--- config.mk ---
export PLATFORM = sky130hd
export DESIGN_NAME = snh_sqrt
export DESIGN_NICKNAME = d
export VERILOG_FILES = /design/src/snh_sqrt.sv
export SDC_FILE = /design/constraint.sdc
export NUM_CORES = 2
export LEC_CHECK = 0
export BUFFER_PORTS_ARGS = -buffer_cell sky130_fd_sc_hd__buf_2
export CAP_MARGIN = 20
export CORE_ASPECT_RATIO = 1.75
export CORE_MARGIN = 1
export CORE_UTILIZATION = 50
export DETAILED_ROUTE_END_ITERATION = 8
export PLACE_DENSITY_LB_ADDON = 0.12
export SYNTH_ARGS = -nofsm -noshare
export SYNTH_HDL_FRONTEND = slang
export SYNTH_MEMORY_MAX_BITS = 65536
export SYNTH_SLANG_ARGS = --single-unit
export TNS_END_PERCENT = 50
--- constraint.sdc ---
create_clock -name i_clk -period 3.75 [get_ports i_clk]
set_clock_uncertainty 0.2 [all_clocks]
set_input_delay 0.375 -clock i_clk [delete_from_list [all_inputs] [get_ports i_clk]]
set_output_delay 0.375 -clock i_clk [all_outputs]
set_load 0.02 [all_outputs]
--- src/snh_sqrt.sv ---
// Pipelined integer square root, one result bit per stage, with a side payload.
// Standalone; used by the top level for the vector length.
`timescale 1ns / 1ps

module snh_sqrt #(
    parameter int VW = 50,
    parameter int PW = 84
) (
    input  logic                i_clk,
    input  logic                i_rst_n,
    input  logic                i_en,
    input  logic                i_valid,
    input  logic [VW-1:0]       i_rad,
    input  logic [PW-1:0]       i_pay,
    output logic                o_valid,
    output logic [VW/2-1:0]     o_root,
    output logic [PW-1:0]       o_pay
);

    localparam int ITER = VW / 2;
    localparam int W    = VW + 1;

    logic          r_v   [ITER];
    logic [W-1:0]  r_rem [ITER];
    logic [W-1:0]  r_res [ITER];
    logic [PW-1:0] r_pay [ITER];

    logic          s_v   [ITER];
    logic [W-1:0]  s_rem [ITER];
    logic [W-1:0]  s_res [ITER];
    logic [PW-1:0] s_pay [ITER];
    logic [W-1:0]  n_rem [ITER];
    logic [W-1:0]  n_res [ITER];

    always_comb begin
        logic [W-1:0] bitv;
        logic [W-1:0] trial;
        s_v[0]   = i_valid;
        s_rem[0] = W'(i_rad);
        s_res[0] = '0;
        s_pay[0] = i_pay;
        for (int k = 1; k < ITER; k++) begin
            s_v[k]   = r_v[k-1];
            s_rem[k] = r_rem[k-1];
            s_res[k] = r_res[k-1];
            s_pay[k] = r_pay[k-1];
        end
        for (int k = 0; k < ITER; k++) begin
            bitv  = W'(1) << (2 * (ITER - 1 - k));
            trial = s_res[k] + bitv;
            if (s_rem[k] >= trial) begin
                n_rem[k] = s_rem[k] - trial;
                n_res[k] = (s_res[k] >> 1) + bitv;
            end else begin
                n_rem[k] = s_rem[k];
                n_res[k] = s_res[k] >> 1;
            end
        end
    end

    always_ff @(posedge i_clk) begin
        if (!i_rst_n) begin
            for (int k = 0; k < ITER; k++) r_v[k] <= 1'b0;
        end else if (i_en) begin
            for (int k = 0; k < ITER; k++) r_v[k] <= s_v[k];
        end
    end

    always_ff @(posedge i_clk) begin
        if (i_en) begin
            for (int k = 0; k < ITER; k++) begin
                r_rem[k] <= n_rem[k];
                r_res[k] <= n_res[k];
                r_pay[k] <= s_pay[k];
            end
        end
    end

    assign o_valid = r_v[ITER-1];
    assign o_root  = r_res[ITER-1][ITER-1:0];
    assign o_pay   = r_pay[ITER-1];

endmodule

# Word level (Yosys, flattened, before mapping)
# Memory sizes are Yosys's and may differ from the RTL's.
# Index checks and enable logic that the tools add are counted.
# totals
ram_bits,4675
mem_count,4
register_bits,0
output_inout_bits,110
elab_cells,207
input_bits,138
# classes
n_mux,80
addsub,73
order_cmp,25
n_bitwise,25
# mem_list
name,words,width,rd,rd_ports_with_merged_regs,write_ports,line_no,source
r_pay,25,84,25,0,25,26,logic [PW-1:0] r_pay [ITER];
r_rem,25,51,24,0,25,24,logic [W-1:0] r_rem [ITER];
r_res,25,51,25,0,25,25,logic [W-1:0] r_res [ITER];
r_v,25,1,25,0,25,23,logic r_v [ITER];
# op_table
operator,n
51-bit 2-to-1 mux,49
51-bit >= comparator,24
51-bit subtractor,24
"50-bit by 1-bit adder with 51-bit output, second input constant",1
"50-bit by 11-bit adder with 51-bit output, second input constant",1
"50-bit by 13-bit adder with 51-bit output, second input constant",1
"50-bit by 15-bit adder with 51-bit output, second input constant",1
"50-bit by 17-bit adder with 51-bit output, second input constant",1
"50-bit by 19-bit adder with 51-bit output, second input constant",1
"50-bit by 21-bit adder with 51-bit output, second input constant",1
"50-bit by 23-bit adder with 51-bit output, second input constant",1
"50-bit by 25-bit adder with 51-bit output, second input constant",1
"50-bit by 27-bit adder with 51-bit output, second input constant",1
"50-bit by 29-bit adder with 51-bit output, second input constant",1
"50-bit by 3-bit adder with 51-bit output, second input constant",1
"50-bit by 31-bit adder with 51-bit output, second input constant",1
"50-bit by 33-bit adder with 51-bit output, second input constant",1
"50-bit by 35-bit adder with 51-bit output, second input constant",1
"50-bit by 37-bit adder with 51-bit output, second input constant",1
"50-bit by 39-bit adder with 51-bit output, second input constant",1
"50-bit by 41-bit adder with 51-bit output, second input constant",1
"50-bit by 43-bit adder with 51-bit output, second input constant",1
"50-bit by 45-bit adder with 51-bit output, second input constant",1
"50-bit by 47-bit adder with 51-bit output, second input constant",1
32 further kinds,85

# Depth between registers and ports, before layout
# logic_depth
ltp_word,4
depth_mapped,13
mapped_depth_nobuf,11

# Least setup slack after synthesis
# OpenSTA, ideal clock, no wires.
# synth_timing
path_type,reg-to-reg
from,memory r_rem[2][24] (netlist name)
to,"memory r_rem[2][96] (netlist name), data pin"
path_stages_with_launch,12
path_slack_ps,58
synth_period_minus_slack_ps,3692
required_time_ps,3292
path_buffers,2
arrival_ps,3234
setup_ps,258
path_cell_list,edfxtp_1 -> ha_1 -> clkbuf_1 -> nand4_1 -> or3_1 -> o221ai_1 -> o221ai_1 -> and3b_1 -> buf_6 -> or4_4 -> or4b_4 -> xnor2_2
# synth_rtl
element,line_no
"start, declared",24

==> results.cfg <==
[timing]
setup_viol = 0
slew_headroom = 0.369
min_period_over_period = 0.980
hold_viol_final = 0
drv_slew = 0
worstMarginPinSlew_ps = 934
fmax_mhz = 272
period_needed_ps = 3680

[global_route]
grt_pass1_wl_um = 406000
grt_pass1_vias = 73759
grt_overflow = 0
antenna_found_initial = 9
track_usage = 0.191
grt_max_degree = 162

[pwr]
p_leak_nw = 58.3
worst_ir_drop_vdd_mv = 0.482
cellPowerDensity_nw_per_um2 = 593

[synth]
synth_ff_type = edfxtp_1
synth_commonest_cells = edfxtp_1, inv_1, a21oi_1
ys_warn_count = 0
ys_top_cells_by_area = edfxtp_1, ha_1, xnor2_1
yosys.area.top_type = edfxtp_1
synth-seq-cells = 3674
ys_seq_area_frac = 0.794
avgSynthCellArea_um2 = 17.1
synthDistinctLibCells = 92
synth_top_area_frac = 0.794
synth_nets = 8600
synth.most_common_cell = edfxtp_1
async_flop_share = 0
syn_area_um2 = 139000
synthCells = 8116
synth_edf_count = 3673

[worst_hold_path]
min_path_type = in -> reg

[finish]
nFillCells = 20649
register_area_um2 = 110000
fin_area_um2 = 161000
fin_util = 0.584
nNetsFinal = 9701
area_growth_pct = 16.1
drive_above_1_share = 0.141
multiInputGateArea_um2 = 26200

[run_status]
status = complete, no violations

[place]
gp_congestion = 0.975
placement.cell_area_um2 = 148000
hpwl_um = 188000
port_buffers = 247

[clocking]
cts_tree = yes
cts_buffer_depth = 4
clock_sinks = 3674
numCtsBuffers = 335
clk_pin_slew_ps = 70
clock_latency_ps = 890
cts_root_buf = clkbuf_16
htreeDepth = 5

[route]
drtAntennaViolNets = 0
vias = 69434
first_iter_violations = 3548
wl_um = 268000
drc_errors = 0
avgViaCountPerCell = 5.31
wire_per_inst_um = 20.5
drtPass1Iterations = 5

[die]
start_util = 0.503
ios = 248
die_w_um = 400
die_area_um2 = 280000
fp.dieH_um = 699
rows = 255
core_area_um2 = 276000

[critical_path]
critPathLaunchType = flop
cp-end-kind = flop
crit_family = simple AND/OR/NAND/NOR gates
crit_path_max_fanout = 3
crit_chain = ha_4 > buf_4 > inv_1 > or3_1 > o221ai_1 > buf_4 > o221ai_1 > and3b_1 > or4_4 > or4b_4 > xnor2_2
required_ps = 4160
worstSetupPathType = reg -> reg
crit_buf_inv = 3
crit_arrival_ps = 4090
max_stage_delay_ps = 510
critPathSlowestCell = or4b_4

[job]
max-cap-violations = 0
[routing by layer]
metal  share of wire  GRT usage
met4           0.086      0.146
met3           0.030     0.0257
met2            0.58      0.390
met5         0.00018          0
met1            0.30      0.159
[worst paths after layout]
kind                      start            end  slack [ps]  depth (start not counted)
hold / removal        i_pay[27]   r_pay[0][27]         110                          2
setup reg to reg   r_rem[2][19]   r_rem[2][96]          70                         11
hold reg to reg   r_pay[0][708]  r_pay[0][792]         180                          0
setup / recovery   r_rem[2][19]   r_rem[2][96]          70                         11
[power by group]
group	leakage, nW	switching, mW	internal, mW
clock network	5.16	14.3	18.8
registers	35.7	1.92	49.4
logic	17.5	6.44	4.70
total	58.3	22.7	73.0
[worst reg2reg max path, delay by kind of cell (launching register included)]
family          cells  cell delay, ps
fa+ha+maj           1             300
buf+inv             3             350
xor+xnor            1             140
compound gates      2             380
flops               1             430
simple gates        4            1620
[area by class of cell]
type | count | share of cell area
repair buffers | 973 | 0.0500
multi-input cells | 3798 | 0.162
well taps | 3598 | 0.0279
diodes | 3 | 0.0000465
clock buffers | 413 | 0.0548
inverters | 435 | 0.0101
flip-flops and latches | 3674 | 0.684
clock inverters | 184 | 0.0108
[registers in the layout (all words and copies together) (netlist names)]
signal and count:
r_v 25, r_res 325, r_rem 1224, r_pay 2100
[per-stage QoR]
step	power, mW	worst slack (ps)	hold WS [ps]	setup TNS, ps	instances
floorplan	57.9	57.8	200	0	8116
global placement	62.7	-703	200	-30230	12205
detailed placement	63.1	-855	205	-37000	12205
CTS	96.8	-21.8	22.1	-21.8	13071
global route	99.5	-21.5	79.2	-22.8	13076
finish	95.6	73.5	108	0	13078
[cell usage in the layout, fill, tap and decap left out, types with 25 or more instances in the layout]
cell	netlist	final
nor4_1	205	193
clkbuf_1	112	70
o21bai_1	25	25
clkbuf_16	0	343
bufinv_16	0	30
clkinv_2	0	54
edfxtp_1	3673	3673
o21ai_0	244	243
and3_1	45	44
a21o_1	101	101
nor2_1	366	366
o21a_1	66	66
nand4_1	96	96
a21oi_1	381	380
or2_2	28	28
o31ai_1	36	35
ha_1	346	337
buf_12	0	54
mux2_2	56	56
or3_1	76	74
a31oi_1	26	26
or4_1	51	46
dlygate4sd3_1	0	265
a211oi_1	30	26
buf_2	1	246
xor2_1	267	267
nand2b_1	62	62
nor4b_1	34	32
nor2b_1	58	58
clkinv_1	1	74
buf_4	84	404
nor3_1	168	163
nand3b_1	27	27
xnor2_1	271	271
inv_1	434	434
nand2_1	329	328
nand3_1	116	114
[cell families (layout without fill, tap and decap cells)]
family          after synthesis  after routing  share of synthesized area
xor+xnor                    539            539                     0.0340
simple gates               1769           1769                     0.0676
compound gates             1077           1077                     0.0481
fa+ha+maj                   346            346                     0.0312
other cells                   1              4                  0.0000270
flops                      3674           3674                      0.794
buf+inv                     644           2005                     0.0197
mux                          66             66                    0.00527
[what timing repair did]
item | CTS | global route
hold buffers | 265 | 0
setup buffers | 3 | 3
hold endpoints to repair | 204 | 0
cloned | 1 | 0
gates resized for setup | 22 | 33
endpoints found under the setup margin | 84 | 112
pin swaps | 3 | 5
(Power assumes the default switching activity.)
